===== src/dsr_ram.sv =====
// Generic single-write, single-read RAM with registered read data.
// No dependencies.
module dsr_ram #(
    parameter int WIDTH = 8,
    parameter int DEPTH = 16
) (
    input  logic                     i_clk,
    input  logic                     i_we,
    input  logic [$clog2(DEPTH)-1:0] i_waddr,
    input  logic [WIDTH-1:0]         i_wdata,
    input  logic [$clog2(DEPTH)-1:0] i_raddr,
    output logic [WIDTH-1:0]         o_rdata
);

    logic [WIDTH-1:0] r_mem [DEPTH];
    logic [WIDTH-1:0] r_rdata;

    // write port and registered read port
    always_ff @(posedge i_clk) begin
        if (i_we) begin
            r_mem[i_waddr] <= i_wdata;
        end
        r_rdata <= r_mem[i_raddr];
    end

    assign o_rdata = r_rdata;

endmodule


===== config.mk =====
export PLATFORM = sky130hd
export DESIGN_NAME = dsr_ram
export DESIGN_NICKNAME = d
export VERILOG_FILES = /design/src/dsr_ram.sv
export SDC_FILE = /design/constraint.sdc
export NUM_CORES = 1
export LEC_CHECK = 0
export ABC_AREA = 1
export BUFFER_PORTS_ARGS = -buffer_cell sky130_fd_sc_hd__buf_4
export CAP_MARGIN = 20
export CORE_MARGIN = 2
export CORE_UTILIZATION = 55
export DETAILED_ROUTE_END_ITERATION = 7
export PLACE_DENSITY = 0.82
export SETUP_SLACK_MARGIN = 0.4
export SLEW_MARGIN = 5
export SYNTH_ARGS = -nofsm -noshare
export SYNTH_HDL_FRONTEND = slang
export SYNTH_SLANG_ARGS = --single-unit

===== constraint.sdc =====
create_clock -name i_clk -period 1.31 [get_ports i_clk]
set_clock_uncertainty 0.1 [all_clocks]
set_input_delay 0.131 -clock i_clk [delete_from_list [all_inputs] [get_ports i_clk]]
set_output_delay 0.131 -clock i_clk [all_outputs]
set_load 0.01 [all_outputs]

**Word-level counts from Yosys, hierarchy flattened**

Memories as Yosys holds them, arrays and structs flattened. A register that Yosys moved wholly into a read port is not among the register bits.
Cells that the tools add are included.

- Word-level logic and storage cells: 3
- Input port bits: 18
- Bits in latches: 0
- Memories: 1
- Flip-flop bits (word level): 0
- RAM bits: 128
- Output and inout port bits: 8
- ROM bits: 0

Memory list:

| memory | words | width | read ports | clocked after memory_dff | write ports | line | RTL |
|---|---|---|---|---|---|---|---|
| r_mem | 16 | 8 | 1 | 1 | 1 | 15 | `logic [WIDTH-1:0] r_mem [DEPTH];` |

- Multipliers: 0
- Add/sub/neg operators: 0
- Shifts and indexed selects: 0
- Divide/modulo/power cells: 0
- Magnitude comparators: 0
- Reductions and logical operators: 0
- Equality and inequality tests: 0
- Multiplexer cells: 2
- Bitwise gates (word level): 0

Operators by type and width:

| cell | count |
|---|---|
| 2-to-1 mux 1 bit | 2 |

**Depth between registers and ports, before layout**

- Depth in word-level cells: 2
- Gate-level depth with buffers: 8
- Depth with buffers taken out: 7

**Least setup slack after synthesis**

Ideal clock, no wire load.

- Kind: input-to-reg
- Start point: input port i_waddr[2]
- End point: memory r_mem[10][0] (enable)
- Arrival time: 0.712 ns
- Path slack: 0.128 ns
- Stages on the path: 2
- Buffers on the path: 0
- Library setup time: 0.370 ns
- Required time: 0.840 ns
- Cell sequence: nand3b_1 nor2_1

RTL lines:

| element | line | RTL |
|---|---|---|
| start, declared | 9 | `input logic [$clog2(DEPTH)-1:0] i_waddr,` |
| end, declared | 15 |  |

No word-level cell before the write port.

**Worst setup path after layout**

- Start point: register r_rdata[2] (netlist: o_rdata[2]), read port of r_mem
- End point: output port o_rdata[2]

RTL lines:

| element | line | RTL |
|---|---|---|
| start, declared | 16 | `logic [WIDTH-1:0] r_rdata;` |
| end, declared | 12 | `output logic [WIDTH-1:0] o_rdata` |

No word-level cell between the ends.

==> metrics.cfg <==
[worst_hold_path]
hold_path_startpoint = i_we
min_path_type = in2reg

[final_layout]
final_nets = 617
drive_above_1_share = 0.2908
layout.cells.non_filler = 748
antenna_cells = 0
area_growth_pct = 27.25

[synthesis]
yosysTopAreaCellShare = 0.6665
yosysTopAreaCell = edfxtp_1
yosys.cell_types.count = 12
syn_nets = 569
yosysWarningCount = 0
synth_area_leaders = edfxtp_1 67%, nand2_1 11%, nand3_1 8.4%
yosysSeqAreaShare = 0.6943
syn_inst = 551
ys_ff_latch = 136
syn-mean-instance-area_um2 = 10.47
syn_area_um2 = 5767

[route]
avgViaCountPerCell = 5.584
num_vias = 4177
drc = 0
first_pass_iters = 5
wl_mm = 14.56
wl_per_cell_um = 19.47
drtAntennaViolNets = 0
drt_iter0_drc = 598

[floorplan]
rows = 37
coreArea_um2 = 10230
die_h_um = 106.4
die-width_um = 106.4
initial_utilization = 0.5637
io_pins = 26
dieArea_um2 = 11320

[worst_setup_path]
crit_path_start = o_rdata[2]
r2r-start = r_mem[0][5]
required_ps = 1080
crit_path_max_incr_delay_ps = 350
worstPathCellList = buf_6
critPathMaxFanout = 1
cp-end-kind = output pin
cp.arrival_ps = 980
critPathSlowestCell = dfxtp_2
crit_path_start_kind = register
cpLargestDelayFamily = flip-flops
crit_buf_inv = 1
path_class = reg2out

[timing]
min_period_over_period = 0.9280
rsz0062_at_grt = yes
clock.fmax_ghz = 0.8226
final-setup-viol-count = 0
whs_ps = 26.10
worst_slew_pin_slew_ps = 513.4
finalSetupTns_ps = 0
finalWorstSetupSlack_ps = 94.38
slew_headroom = 0.6566
hold_violations = 0
fin_crit_ps = 1216
report.final.slew_viol_count = 0

[run]
drv_cap = 0

[grt]
grt_pass1_wl_mm = 21.80
antenna_found_initial = 0
grt_usage = 0.2651
grt_pass1_vias = 4048
grt_max_degree = 36
grt_overflow = 0

[clock_tree]
clk_pin_slew_ps = 60
cts_num_sinks = 136
cts_root_buf = clkbuf_8
postCtsSetupBuffers = 0
clk_latency_ps = 540
cts_tree = done
clock_path_buffers = 2
htree_num_levels = 4
numCtsBuffers = 17

[placement]
post-dp-hpwl_mm = 8.006
place_ws_ps = 2.101
numPortBuffers = 25
numPlacedInstances = 706
finalWeightedCongestion = 0.8690

[power_and_ir_drop]
power.leakage_nw = 3.124
power_w = 0.01054
p_per_area_nw_per_um2 = 1436
vdd_ir_drop_max_mv = 1.288

[outcome]
outcome = finished clean

==> cell type report <==
cell class	instances	area (µm²)
Clock buffer	24	490.5
Clock inverter	8	116.4
Fill cell	565	2893
Inverter	102	386.6
Multi-Input combinational cell	289	1647
Sequential cell	136	4013
Tap cell	136	170.2
Timing Repair Buffer	53	515.5
==> power by group <==
part	switching, W	total, W	internal, W
registers	0.0000385	0.00491	0.00487
clock network	0.00164	0.00477	0.00314
logic	0.000552	0.000854	0.000302
total	0.00223	0.0105	0.00831
==> cells in the mapped netlist <==
cell	number
buf_6	6
buf_2	13
nand3_1	97
inv_2	2
buf_4	4
nand3b_1	2
buf_1	1
nor2_1	17
edfxtp_1	128
dfxtp_1	8
inv_1	100
nand2_1	173
==> stage by stage <==
step	area (µm²)	utilization
finish	7338	0.7173
global placement	6287	0.6145
detailed placement	6287	0.6145
floorplan	5916	-
CTS	7198	0.7036
global route	7338	0.7173
==> cells in the final DEF, fill, tap and decap left out, drive strengths merged <==
| cell | netlist | layout |
|---|---|---|
| nand3 | 97 | 97 |
| edfxtp | 128 | 128 |
| clkinv | 0 | 4 |
| clkinvlp | 0 | 2 |
| dlygate4sd3 | 0 | 10 |
| clkbuf | 0 | 24 |
| nand3b | 2 | 2 |
| nor2 | 17 | 17 |
| nand2 | 173 | 173 |
| buf | 24 | 43 |
| bufinv | 0 | 3 |
| dfxtp | 8 | 8 |
| inv | 102 | 101 |
==> final timing paths <==
kind | end | slack, ps | cells past startpoint
max reg2reg | o_rdata[5] | 190 | 6
max | o_rdata[2] | 90 | 1
min | r_mem[3][3] | 30 | 3
min reg2reg | o_rdata[7] | 610 | 6
==> per-layer routing <==
| metal | vias up | track usage | routed length, µm |
|---|---|---|---|
| met5 | - | 0 | 0 |
| met4 | 0 | 0.1156 | 376 |
| met3 | 35 | 0.06315 | 1424 |
| met2 | 300 | 0.4318 | 7362 |
| met1 | 1974 | 0.3411 | 5399 |
| li1 | 1868 | - | - |
==> timing repair <==
item                                    4_1_cts  5_1_grt
pin swaps                                    26       23
hold buffers                                 10        0
endpoints found under the setup margin       16       16
hold endpoints to repair                    136        0
resized for setup                            51       35
==> registers in the layout, summed over array words and instances, names as in the netlist <==
signal,flops
r_mem,128
o_rdata,8
==> logic make-up after synthesis <==
family	count (synthesis)	synth area share
and+or+nand+nor	289	0.2105
DFF	136	0.6943
buffers and inverters	126	0.09525
(Power assumes the default switching activity.)
