===== config.mk =====
export PLATFORM = sky130hd
export DESIGN_NAME = dsr_time_add
export DESIGN_NICKNAME = d
export VERILOG_FILES = /design/src/dsr_pkg.sv /design/src/dsr_time_add.sv
export SDC_FILE = /design/constraint.sdc
export NUM_CORES = 1
export LEC_CHECK = 0
export BUFFER_PORTS_ARGS = -buffer_cell sky130_fd_sc_hd__buf_2
export CAP_MARGIN = 15
export CORE_MARGIN = 3
export CORE_UTILIZATION = 60
export DETAILED_ROUTE_END_ITERATION = 16
export PLACE_DENSITY = 0.79
export SYNTH_ARGS = -nofsm -noshare
export SYNTH_HDL_FRONTEND = slang
export SYNTH_SLANG_ARGS = --single-unit

===== constraint.sdc =====
create_clock -name i_clk -period 12.4 [get_ports i_clk]
set_clock_uncertainty 0.1 [all_clocks]
set_input_delay 1.24 -clock i_clk [delete_from_list [all_inputs] [get_ports i_clk]]
set_output_delay 1.24 -clock i_clk [all_outputs]
set_load 0.05 [all_outputs]

===== src/dsr_pkg.sv =====
// Package for the display slot reservation block.
// Holds item structs, slot entry layout, status codes and default sizes.
// No dependencies.
package dsr_pkg;

    localparam int DISPLAYS_DEF = 16;
    localparam int SLOTS_DEF    = 16;

    localparam int TIME_W = 12;   // decimal HHMM start and now values
    localparam int LEN_W  = 11;   // length in minutes
    localparam int SUM_W  = 14;   // end time after digit-carry addition
    localparam int DISP_W = 4;

    typedef enum logic [1:0] {
        ST_OK      = 2'd0,
        ST_NOW     = 2'd1,
        ST_OVERLAP = 2'd2,
        ST_FULL    = 2'd3
    } t_status;

    typedef struct packed {
        logic [DISP_W-1:0] display_index;
        logic [TIME_W-1:0] start_hhmm;
        logic [LEN_W-1:0]  length_minutes;
        logic [TIME_W-1:0] now_hhmm;
        logic              commit;
    } t_req;

    typedef struct packed {
        t_status           status;
        logic [SUM_W-1:0]  suggested_time;
        logic [DISP_W-1:0] display_echo;
    } t_rsp;

    typedef struct packed {
        logic [TIME_W-1:0] start;
        logic [LEN_W-1:0]  length;
    } t_slot;

    // Request and result of the end time adder
    typedef struct packed {
        logic              go;
        logic [TIME_W-1:0] t;
        logic [TIME_W-1:0] d;
    } t_tadd_in;

    typedef struct packed {
        logic             done;
        logic [SUM_W-1:0] sum;
    } t_tadd_out;

endpackage


===== src/dsr_time_add.sv =====
// Four-stage pipeline for decimal HHMM plus minutes with per-digit carries.
// Depends on dsr_pkg for widths and the adder request/result structs.
module dsr_time_add
    import dsr_pkg::*;
(
    input  logic      i_clk,
    input  logic      i_rst_n,
    input  t_tadd_in  i_in,
    output t_tadd_out o_out
);

    // digit of x in units of step, found by parallel compares (x below 10 steps)
    function automatic logic [3:0] f_digit(input logic [TIME_W-1:0] x,
                                           input logic [TIME_W-1:0] step);
        logic [3:0] v_d;
        v_d = '0;
        for (int k = 1; k < 10; k++) begin
            if ({4'b0, x} >= (16'(k) * {4'b0, step})) begin
                v_d = 4'(k);
            end
        end
        return v_d;
    endfunction

    logic [3:0] r_v;

    // stage 1
    logic [3:0]        r1_th;
    logic [9:0]        r1_rem;
    logic [TIME_W-1:0] r1_d;
    logic [6:0]        r1_q;
    // stage 2
    logic [3:0]        r2_th, r2_hu;
    logic [6:0]        r2_rem;
    logic [5:0]        r2_mn;
    logic [6:0]        r2_q;
    // stage 3
    logic [3:0]        r3_th, r3_hu, r3_te, r3_un;
    logic [3:0]        r3_mt, r3_mu, r3_ht, r3_hr;
    // stage 4
    logic [SUM_W-1:0]  r4_sum;

    logic [3:0]        s1_th;
    logic [23:0]       s1_prod;
    logic [3:0]        s2_hu;
    logic [3:0]        s3_te, s3_mt, s3_ht;

    // split thousands, and hours = d / 60 by reciprocal multiply (exact below 4681)
    assign s1_th   = f_digit(i_in.t, 12'd1000);
    assign s1_prod = 24'(i_in.d) * 24'd2185;

    assign s2_hu = f_digit({2'b0, r1_rem}, 12'd100);

    assign s3_te = f_digit({5'b0, r2_rem}, 12'd10);
    assign s3_mt = f_digit({6'b0, r2_mn}, 12'd10);
    assign s3_ht = f_digit({5'b0, r2_q}, 12'd10);

    // add digits with carries: units at 10, tens at 6, hours at 10
    logic [4:0]  s4_s0, s4_s1, s4_s2;
    logic [3:0]  s4_un, s4_te, s4_hu;
    logic [1:0]  s4_c1, s4_c2;
    logic        s4_c0;
    logic [4:0]  s4_th;
    always_comb begin
        s4_s0 = 5'(r3_un) + 5'(r3_mu);
        s4_c0 = (s4_s0 >= 5'd10);
        s4_un = s4_c0 ? 4'(s4_s0 - 5'd10) : s4_s0[3:0];

        s4_s1 = 5'(r3_te) + 5'(r3_mt) + 5'(s4_c0);
        if (s4_s1 >= 5'd12) begin
            s4_c1 = 2'd2;
            s4_te = 4'(s4_s1 - 5'd12);
        end else if (s4_s1 >= 5'd6) begin
            s4_c1 = 2'd1;
            s4_te = 4'(s4_s1 - 5'd6);
        end else begin
            s4_c1 = 2'd0;
            s4_te = s4_s1[3:0];
        end

        s4_s2 = 5'(r3_hu) + 5'(r3_hr) + 5'(s4_c1);
        if (s4_s2 >= 5'd20) begin
            s4_c2 = 2'd2;
            s4_hu = 4'(s4_s2 - 5'd20);
        end else if (s4_s2 >= 5'd10) begin
            s4_c2 = 2'd1;
            s4_hu = 4'(s4_s2 - 5'd10);
        end else begin
            s4_c2 = 2'd0;
            s4_hu = s4_s2[3:0];
        end

        s4_th = 5'(r3_th) + 5'(r3_ht) + 5'(s4_c2);
    end

    // advance valid marker
    always_ff @(posedge i_clk) begin
        if (!i_rst_n) begin
            r_v <= '0;
        end else begin
            r_v <= {r_v[2:0], i_in.go};
        end
    end

    // pipeline payload
    always_ff @(posedge i_clk) begin
        r1_th  <= s1_th;
        r1_rem <= 10'(i_in.t - 12'(s1_th) * 12'd1000);
        r1_d   <= i_in.d;
        r1_q   <= s1_prod[23:17];

        r2_th  <= r1_th;
        r2_hu  <= s2_hu;
        r2_rem <= 7'(r1_rem - 10'(s2_hu) * 10'd100);
        r2_mn  <= 6'(r1_d - 12'(r1_q) * 12'd60);
        r2_q   <= r1_q;

        r3_th  <= r2_th;
        r3_hu  <= r2_hu;
        r3_te  <= s3_te;
        r3_un  <= 4'(r2_rem - 7'(s3_te) * 7'd10);
        r3_mt  <= s3_mt;
        r3_mu  <= 4'(r2_mn - 6'(s3_mt) * 6'd10);
        r3_ht  <= s3_ht;
        r3_hr  <= 4'(r2_q - 7'(s3_ht) * 7'd10);

        r4_sum <= SUM_W'(16'(s4_th) * 16'd1000 + 16'(s4_hu) * 16'd100
                         + 16'(s4_te) * 16'd10 + 16'(s4_un));
    end

    assign o_out.done = r_v[3];
    assign o_out.sum  = r4_sum;

endmodule


# [Yosys cells after proc, flatten, opt, wreduce, memory -nomap -nowiden]
# Index checks and enable logic that the tools add are counted.
[word_totals] register_bits=105 latchBits=0 ram_bits=0 rom_bits=0 inputBits=27 out_inout_bits=15 elab_cells=138 n_memories=0
[op_classes] addsub=21 n_mul=10 div=0 magnitude_cmp=42 n_eq_ne=0 shift=0 n_mux=46 n_bitwise=0 n_reduce_logical=0
[ops] cell="4-bit 2-to-1 mux" count=37
[ops] cell="7-bit by 6-bit >= comparator with 1-bit output (second input constant)" count=6
[ops] cell="7-bit >= comparator (second input constant)" count=6
[ops] cell="10-bit >= comparator (second input constant)" count=4
[ops] cell="10-bit by 9-bit >= comparator with 1-bit output (second input constant)" count=3
[ops] cell="7-bit by 5-bit >= comparator with 1-bit output (second input constant)" count=4
[ops] cell="12-bit >= comparator (second input constant)" count=2
[ops] cell="12-bit by 12-bit multiplier with 24-bit output (second input constant)" count=1
[ops] cell="4-bit by 4-bit adder with 5-bit output" count=4
[ops] cell="6-bit >= comparator (second input constant)" count=3
[ops] cell="5-bit by 4-bit >= comparator with 1-bit output (second input constant)" count=3
[ops] cell="14-bit by 11-bit adder with 14-bit output" count=1
[ops] cell="14-bit by 4-bit adder with 14-bit output" count=1
[ops] cell="14-bit by 8-bit adder with 14-bit output" count=1
[ops] cell="7-bit by 4-bit >= comparator with 1-bit output (second input constant)" count=2
[ops] cell="12-bit by 10-bit >= comparator with 1-bit output (second input constant)" count=1
[ops] cell="12-bit by 11-bit >= comparator with 1-bit output (second input constant)" count=1
[ops] cell="6-bit by 5-bit >= comparator with 1-bit output (second input constant)" count=2
[ops] cell="4-bit by 3-bit multiplier with 3-bit output (second input constant)" count=3
[ops] cell="4-bit subtractor" count=3
[ops] cell="4-bit subtractor (second input constant)" count=3
[ops] cell="5-bit by 7-bit multiplier with 11-bit output (second input constant)" count=1
[ops] cell="5-bit by 2-bit adder with 5-bit output" count=2
[ops] cell="10-bit by 7-bit >= comparator with 1-bit output (second input constant)" count=1
[ops] cell="other kinds (16)" count=24

# [Depth between registers and ports, before layout]
# Gate-level depths: netlist (run 1).
[logic_depth] word_depth=15 depth_mapped=44 depth_no_buf=44

# [Least setup slack after synthesis (run 1)]
# Ideal clock, no wire load.
[synth_path] path_kind="reg-to-reg" from="register r3_un[0]" to="register r4_sum[13]" arrival_time_ps=10079 t_required_ps=12179 path_slack_ps=2101 stages_incl_launch_ff=43 n_path_buf=0 synth_period_minus_slack_ps=10299 cell_sequence="dfxtp_1 -> ha_1 -> fa_1 -> inv_1 -> ha_1 -> nand2_1 -> a21boi_1 -> fa_1 -> fa_1 -> xor2_1 -> inv_1 -> ha_1 -> o21ai_0 -> inv_1 -> fa_1 -> ha_1 -> inv_1 -> fa_1 -> [... 7 more ...] -> fa_1 -> xnor2_1 -> inv_1 -> ha_1 -> inv_1 -> fa_1 -> fa_1 -> inv_1 -> ha_1 -> a21o_1 -> a21oi_1 -> xnor2_1 -> ha_1 -> ha_1 -> ha_1 -> o41ai_1 -> o21ai_0 -> xnor2_1"
[synth_via] elab_chain_len=15
[synth_rtl] element="start: declaration" line_no="dsr_time_add.sv:38" rtl="logic [3:0] r3_th, r3_hu, r3_te, r3_un;"
[synth_rtl] element="start signal: assignment" line_no="dsr_time_add.sv:121" rtl="r3_un <= 4'(r2_rem - 7'(s3_te) * 7'd10);"
[synth_rtl] element="4-bit by 4-bit adder with 5-bit output (*)" line_no="dsr_time_add.sv:65" rtl="s4_s0 = 5'(r3_un) + 5'(r3_mu);"
[synth_rtl] element="5-bit by 4-bit >= comparator with 1-bit output" line_no="dsr_time_add.sv:66" rtl="s4_c0 = (s4_s0 >= 5'd10);"
[synth_rtl] element="5-bit by 1-bit adder with 5-bit output" line_no="dsr_time_add.sv:69" rtl="s4_s1 = 5'(r3_te) + 5'(r3_mt) + 5'(s4_c0);"
[synth_rtl] element="5-bit by 3-bit >= comparator with 1-bit output" line_no="dsr_time_add.sv:73" rtl="end else if (s4_s1 >= 5'd6) begin"
[synth_rtl] element="1-bit 2-to-1 mux" line_no="dsr_time_add.sv:73"
[synth_rtl] element="2-bit 2-to-1 mux" line_no="dsr_time_add.sv:70" rtl="if (s4_s1 >= 5'd12) begin"
[synth_rtl] element="5-bit by 2-bit adder with 5-bit output" line_no="dsr_time_add.sv:81" rtl="s4_s2 = 5'(r3_hu) + 5'(r3_hr) + 5'(s4_c1);"
[synth_rtl] element="5-bit by 4-bit >= comparator with 1-bit output" line_no="dsr_time_add.sv:85" rtl="end else if (s4_s2 >= 5'd10) begin"
[synth_rtl] element="1-bit 2-to-1 mux" line_no="dsr_time_add.sv:85"
[synth_rtl] element="2-bit 2-to-1 mux" line_no="dsr_time_add.sv:82" rtl="if (s4_s2 >= 5'd20) begin"
[synth_rtl] element="5-bit by 2-bit adder with 5-bit output" line_no="dsr_time_add.sv:93" rtl="s4_th = 5'(r3_th) + 5'(r3_ht) + 5'(s4_c2);"
[synth_rtl] element="5-bit by 7-bit multiplier with 11-bit output" line_no="dsr_time_add.sv:127" rtl="r4_sum <= SUM_W'(16'(s4_th) * 16'd1000 + 16'(s4_hu) * 16'd100"
[synth_rtl] element="14-bit by 11-bit adder with 14-bit output" line_no="dsr_time_add.sv:127"
[synth_rtl] element="14-bit by 8-bit adder with 14-bit output" line_no="dsr_time_add.sv:128" rtl="+ 16'(s4_te) * 16'd10 + 16'(s4_un));"
[synth_rtl] element="14-bit by 4-bit adder with 14-bit output (*)" line_no="dsr_time_add.sv:128"
[synth_rtl] element="end signal: assignment" line_no="dsr_time_add.sv:127"
[synth_rtl] element="end: declaration" line_no="dsr_time_add.sv:41" rtl="logic [SUM_W-1:0] r4_sum;"
# Every way passes the cells marked *; elsewhere a longest branch is shown, timed or not.
# A chain may end at the register's enable or synchronous reset.

# [Worst setup path after layout (run 1)]
# Same ends and word-level chain as after synthesis.

==> flow_metrics.py, run 1 <==
metrics = {
    "layout": {
        "nets": 1040,
        "nFillCells": 992,
        "diodes": 0,
        "final_cell_mix": "ha_1, inv_1, dfxtp_1, xnor2_1, a21oi_1",
        "multi_input_area_um2": 4960,
        "seq_area_um2": 2020,
        "final_common_cell": "ha_1",
        "synthToLayoutAreaGrowth_pct": 8.65,
        "drive_gt1_frac": 0.0821,
    },
    "global_routing": {
        "grt.overflow.total": 0,
        "grt_max_degree": 18,
        "grt_pass1_vias": 5354,
        "track_usage": 0.189,
        "grt_pass1_wl_um": 22300,
        "antenna_found_initial": 0,
    },
    "synthesis": {
        "syn_inst": 769,
        "yosys_register_bits": 101,
        "ys_types": 56,
        "syn_area_um2": 7500,
        "synth_fp_nets": 998,
        "yosysSeqAreaShare": 0.269,
        "ys_warn_count": 0,
        "synthFlopType": "dfxtp_1",
        "async_reset_ff_frac": 0,
        "postSynthAreaPerCell_um2": 9.76,
        "synth-edff-count": 0,
    },
    "hold_path": {
        "whs_path_depth": 0,
        "min_path_type": "register to register",
        "hold_end": "r3_hr[0]",
        "min-delay-start": "r2_q[0]",
    },
    "clock_network": {
        "cts_root_buf": "clkbuf_16",
        "clkTransAtPathRegs_ps": 70,
        "htreeDepth": 3,
        "clock-sinks": 101,
        "post_cts_buffers": 0,
        "post_cts_resized": 0,
        "numCtsBuffers": 9,
        "cts_tree": "yes",
        "cts_hold_buffers": 0,
        "clock_latency_ps": 340,
        "clock_path_buffers": 2,
    },
    "critical_path": {
        "timing.rr.start": "r3_un[0]",
        "critPathLaunchType": "register",
        "max_stage_delay_ps": 540,
        "cp_max_fo": 7,
        "required_ps": 12530,
        "slowest_stage": "fa_1",
        "regToRegEndpoint": "r4_sum[13]",
        "crit_path_end_kind": "register",
        "path_common_cell": "ha_1",
        "rrSetupSlack_ps": 1230,
        "worstPathArrival_ps": 11310,
        "path_class": "register to register",
        "ff2ff_path_depth": 42,
    },
    "detailed_routing": {
        "finalWirelength_um": 12400,
        "vias_per_cell": 5.23,
        "wl_per_cell_um": 12.6,
        "drtIter0Drc": 169,
        "vias": 5146,
        "ant_nets": 0,
        "post-route-drc-count": 0,
        "dr.pass1.iters": 4,
    },
    "floorplanning": {
        "die_x_um": 118,
        "die_area_um2": 13900,
        "start_util": 0.620,
        "design.core.area_um2": 12100,
        "die_h_um": 118,
        "top_level_ports": 42,
        "placementRows": 40,
    },
    "timing": {
        "min_period_over_period": 0.901,
        "drv_slew": 0,
        "grt_setup_unrepaired": "false",
        "setup_viol": 0,
        "period_needed_ps": 11170,
        "fmax_mhz": 89.5,
        "finalSetupTns_ps": 0,
        "hold_viol_final": 0,
    },
    "run": {
        "drv_cap": 0,
    },
    "placed_design": {
        "dp_hpwl_um": 10400,
        "gp_congestion": 0.866,
        "port_buffers": 41,
    },
    "outcome": {
        "status": "completed",
    },
}
-- final cells by class --
class	count	area share
inverter	127	0.0585
multi-input combinational	531	0.608
clock buffer	10	0.0293
sequential	101	0.248
timing repair buffer	41	0.0252
tap	168	0.0258
clock inverter	6	0.00552
-- flip-flops by register name, summed over array words and instances, names as in the netlist --
signal	count
r3_mt	3
r2_th	3
r2_hu	4
r3_mu	4
r3_ht	4
r1_th	3
r3_un	4
r_v	4
r2_rem	7
r1_rem	10
r2_q	7
r3_hr	4
r2_mn	6
r3_te	4
r3_th	3
r3_hu	4
r4_sum	14
r1_q	7
r1_d	6
-- Yosys cell counts (all sizes together) (10+ instances only) --
cell type	instances	area, um^2
a21o	21	158
nor2	41	154
inv	127	477
xnor2	54	473
nand3	10	50.1
dfxtp	101	2020
nand2	22	82.6
o21ai	25	125
xor2	14	123
ha	159	1990
nor3	12	60.1
fa	43	861
a21oi	45	229
-- worst max-delay path, delay by kind of cell (launching register included) --
kind,cells,cell delay [ps]
AOI/OAI and AO/OA,7,1630
xor gates and xnor gates,4,980
adders and majority gates,20,6970
buffers and inverters,8,700
DFF,1,310
muxes,1,140
and+or+nand+nor,2,210
-- cell families after synthesis --
family,after synthesis,synth area share
AO/OA/AOI/OAI,138,0.119
buffers and inverters,137,0.0702
XOR/XNOR,68,0.0794
multiplexers,4,0.00534
AND/OR/NAND/NOR,116,0.0742
adder cells (fa/ha/maj),204,0.382
flip-flops,101,0.269
other,1,0.000500
-- how the worst max path moves through the flow --
stage          startpoint          to  slack, ps  depth (start not counted)
2_1_floorplan    r3_un[0]  r4_sum[13]       2100                         42
3_3_place_gp     r3_un[0]  r4_sum[13]       1700                         42
3_5_place_dp     r3_un[0]  r4_sum[13]       1300                         42
4_1_cts          r3_un[0]  r4_sum[13]       1160                         42
5_1_grt          r3_un[0]  r4_sum[13]        500                         42
6_report         r3_un[0]  r4_sum[13]       1230                         42
-- routing by layer --
layer	routed length, um	GRT usage
met1	5450	0.221
met2	6520	0.358
met3	295	0.0259
met4	125	0.0549
met5	0	0
-- per-stage QoR --
step | cell area (um^2) | setup slack (ps) | cells | utilization | hold slack (ps)
2_1_floorplan | 7500 | 2100 | 769 | - | 210
3_3_place_gp | 7870 | 1700 | 968 | 0.650 | 211
3_5_place_dp | 7870 | 1300 | 968 | 0.650 | 212
4_1_cts | 8150 | 1160 | 984 | 0.673 | 227
5_1_grt | 8150 | 503 | 984 | 0.673 | 233
6_report | 8150 | 1230 | 984 | 0.673 | 228
Power of run 1 is not shown: default switching activity piles up to over one toggle a cycle in this logic, so the estimate is an artifact.
==> inputs of run 2 (changes only) <==
--- a/config.mk
+++ b/config.mk
@@ -5,12 +5,13 @@
 export SDC_FILE = /design/constraint.sdc
 export NUM_CORES = 1
 export LEC_CHECK = 0
+export ABC_AREA = 1
 export BUFFER_PORTS_ARGS = -buffer_cell sky130_fd_sc_hd__buf_2
 export CAP_MARGIN = 15
 export CORE_MARGIN = 3
 export CORE_UTILIZATION = 60
 export DETAILED_ROUTE_END_ITERATION = 16
-export PLACE_DENSITY = 0.79
+export PLACE_DENSITY = 0.78
 export SYNTH_ARGS = -nofsm -noshare
 export SYNTH_HDL_FRONTEND = slang
 export SYNTH_SLANG_ARGS = --single-unit
==> run 2 against run 1 <==
  * Synthesized cell count is 18% higher
  * Count of clock-buffer cells in the layout is 1 higher
  * Area after synthesis is 3.5% higher
  * Register-to-register slack hardly changed
  * Sequential share of layout area is 0.84 points lower
  * Sequential cell count stayed put
  * Maximum frequency is 0.13% higher
  * Highest routed layer unchanged
  * Hold slack worse by 1.3 ps
==> flow_metrics.py, run 2 <==
metrics = {
    "synthesis": {
        "netlist_top_cells_area": "dfxtp_1, ha_1, fa_1",
        "syn_inst": 911,
        "yosysMostFrequentCell": "inv_1",
        "synth_fp_nets": 1140,
        "yosys.area.top_type": "dfxtp_1",
        "synthFlopType": "dfxtp_1",
        "ys_warn_count": 0,
        "yosysSeqAreaShare": 0.260,
        "yosys-top-cells-count": "inv_1, ha_1, nand2_1, dfxtp_1, a21oi_1",
        "synth_top_area_frac": 0.260,
        "syn_area_um2": 7770,
        "yosys_register_bits": 101,
        "async_reset_ff_frac": 0,
        "ys_types": 37,
        "postSynthAreaPerCell_um2": 8.52,
        "synth-edff-count": 0,
    },
    "detailed_routing": {
        "finalWirelength_um": 12600,
        "met2_length_um": 6140,
        "wl_per_cell_um": 11.1,
        "wl_met1_um": 5830,
        "ant_nets": 0,
        "top_layer": "met4",
        "post-route-drc-count": 0,
        "vias_per_cell": 4.96,
        "dr.pass1.iters": 5,
        "drtIter0Drc": 173,
        "vias": 5626,
        "routed-wl-met3_um": 367,
    },
    "floorplanning": {
        "placementRows": 40,
        "design.core.area_um2": 12300,
        "top_level_ports": 42,
        "start_util": 0.631,
        "die_x_um": 120,
        "die_area_um2": 14300,
        "die_h_um": 120,
    },
    "placed_design": {
        "dp_hpwl_um": 10900,
        "port_buffers": 41,
        "gp_congestion": 0.889,
    },
    "critical_path": {
        "cp-startpoint": "r3_un[0]",
        "regToRegEndpoint": "r4_sum[12]",
        "worstPathArrival_ps": 11330,
        "path_delay_family": "adder cells",
        "required_ps": 12570,
        "slowest_stage": "fa_1",
        "crit_buf_inv": 10,
        "ff2ff_path_depth": 51,
        "rrSetupSlack_ps": 1240,
        "max_stage_delay_ps": 610,
        "crit_path_end_kind": "register",
        "cp_max_fo": 5,
        "critPathLaunchType": "register",
        "timing.rr.start": "r3_un[0]",
        "path_class": "register to register",
    },
    "layout": {
        "nets": 1190,
        "synthToLayoutAreaGrowth_pct": 8.67,
        "diodes": 0,
        "nFillCells": 1013,
        "largest_reg_flops": 14,
        "final_common_cell": "inv_1",
        "final_cell_mix": "inv_1, ha_1, nand2_1, dfxtp_1, a21oi_1",
        "reg.largest.list": "r4_sum x14, r1_rem x10",
        "top_register": "r4_sum",
        "drive_gt1_frac": 0.0683,
    },
    "run": {
        "drv_cap": 0,
    },
    "timing": {
        "period_needed_ps": 11160,
        "hold_viol_final": 0,
        "min_period_over_period": 0.900,
        "finalSetupTns_ps": 0,
        "slew_headroom": 0.606,
        "drv_slew": 0,
        "grt_setup_unrepaired": "false",
        "tightest_slew_ps": 585,
        "fmax_mhz": 89.6,
        "setup_viol": 0,
    },
    "clock_network": {
        "clock_latency_ps": 340,
        "numCtsBuffers": 9,
        "post_cts_buffers": 0,
        "cts_hold_buffers": 0,
        "cts_tree": "yes",
        "cts_root_buf": "clkbuf_16",
        "post_cts_resized": 0,
        "clock-sinks": 101,
        "clock_path_buffers": 2,
        "clkTransAtPathRegs_ps": 60,
        "htreeDepth": 3,
    },
    "global_routing": {
        "grt_pass1_wl_um": 22600,
        "grt_pass1_vias": 5542,
        "antenna_found_initial": 0,
        "grt.overflow.total": 0,
        "track_usage": 0.190,
        "grt_max_degree": 17,
    },
    "hold_path": {
        "min_path_type": "register to register",
        "min-delay-start": "r2_hu[1]",
        "whs_path_depth": 0,
        "hold_end": "r3_hu[1]",
    },
    "outcome": {
        "status": "completed",
    },
}
-- run 2: changes by cell type after synthesis, sizes merged, moves of 5 or more --
cell / before / now
clkbuf: 7 / 0
and2: 5 / 0
a21oi: 45 / 58
a21o: 21 / 1
o21ai: 25 / 42
xor2: 14 / 40
nand2b: 5 / 0
nor2b: 9 / 0
xnor2: 54 / 20
nor3: 12 / 7
nand2: 22 / 148
nand3: 10 / 29
inv: 127 / 188
-- run 2: worst max-delay path by stage --
stage | to | slack (ps) | cells past startpoint
floorplan | r4_sum[12] | 2030 | 51
global placement | r4_sum[12] | 1660 | 51
detailed placement | r4_sum[12] | 1290 | 51
CTS | r4_sum[12] | 1210 | 51
global route | r4_sum[12] | 380 | 51
finish | r4_sum[12] | 1240 | 51
-- run 2: kinds of logic after synthesis --
| logic type | after synthesis | synth area share |
|---|---|---|
| flops | 101 | 0.260 |
| xor+xnor | 60 | 0.0686 |
| compound gates | 126 | 0.0904 |
| buf+inv | 191 | 0.0930 |
| simple gates | 230 | 0.120 |
| other cells | 1 | 0.000483 |
| fa+ha+maj | 202 | 0.367 |
-- run 2: layout make-up --
class	instances	area [um^2]	area share
multi-input cells	619	5020	0.595
clock inverters	5	37.5	0.00445
flip-flops and latches	101	2020	0.240
well taps	168	210	0.0249
repair buffers	41	205	0.0243
inverters	189	709	0.0841
clock buffers	11	233	0.0276
-- run 2: stage by stage --
step / util / std cells / area, um^2 / hold WS [ps] / worst slack, ps
6_report: 0.685 / 1134 / 8440 / 226 / 1240
5_1_grt: 0.685 / 1134 / 8440 / 233 / 375
4_1_cts: 0.685 / 1134 / 8440 / 226 / 1210
3_5_place_dp: 0.664 / 1118 / 8170 / 212 / 1290
3_3_place_gp: 0.664 / 1118 / 8170 / 210 / 1660
2_1_floorplan: - / 911 / 7770 / 210 / 2030
-- run 2: per-layer routing --
metal,vias to the layer above,global-route usage
met3,27,0.0391
met1,2502,0.230
met2,81,0.333
li1,3016,-
met5,-,0
met4,0,0.0716
Power of run 2 is left out for the same reason.
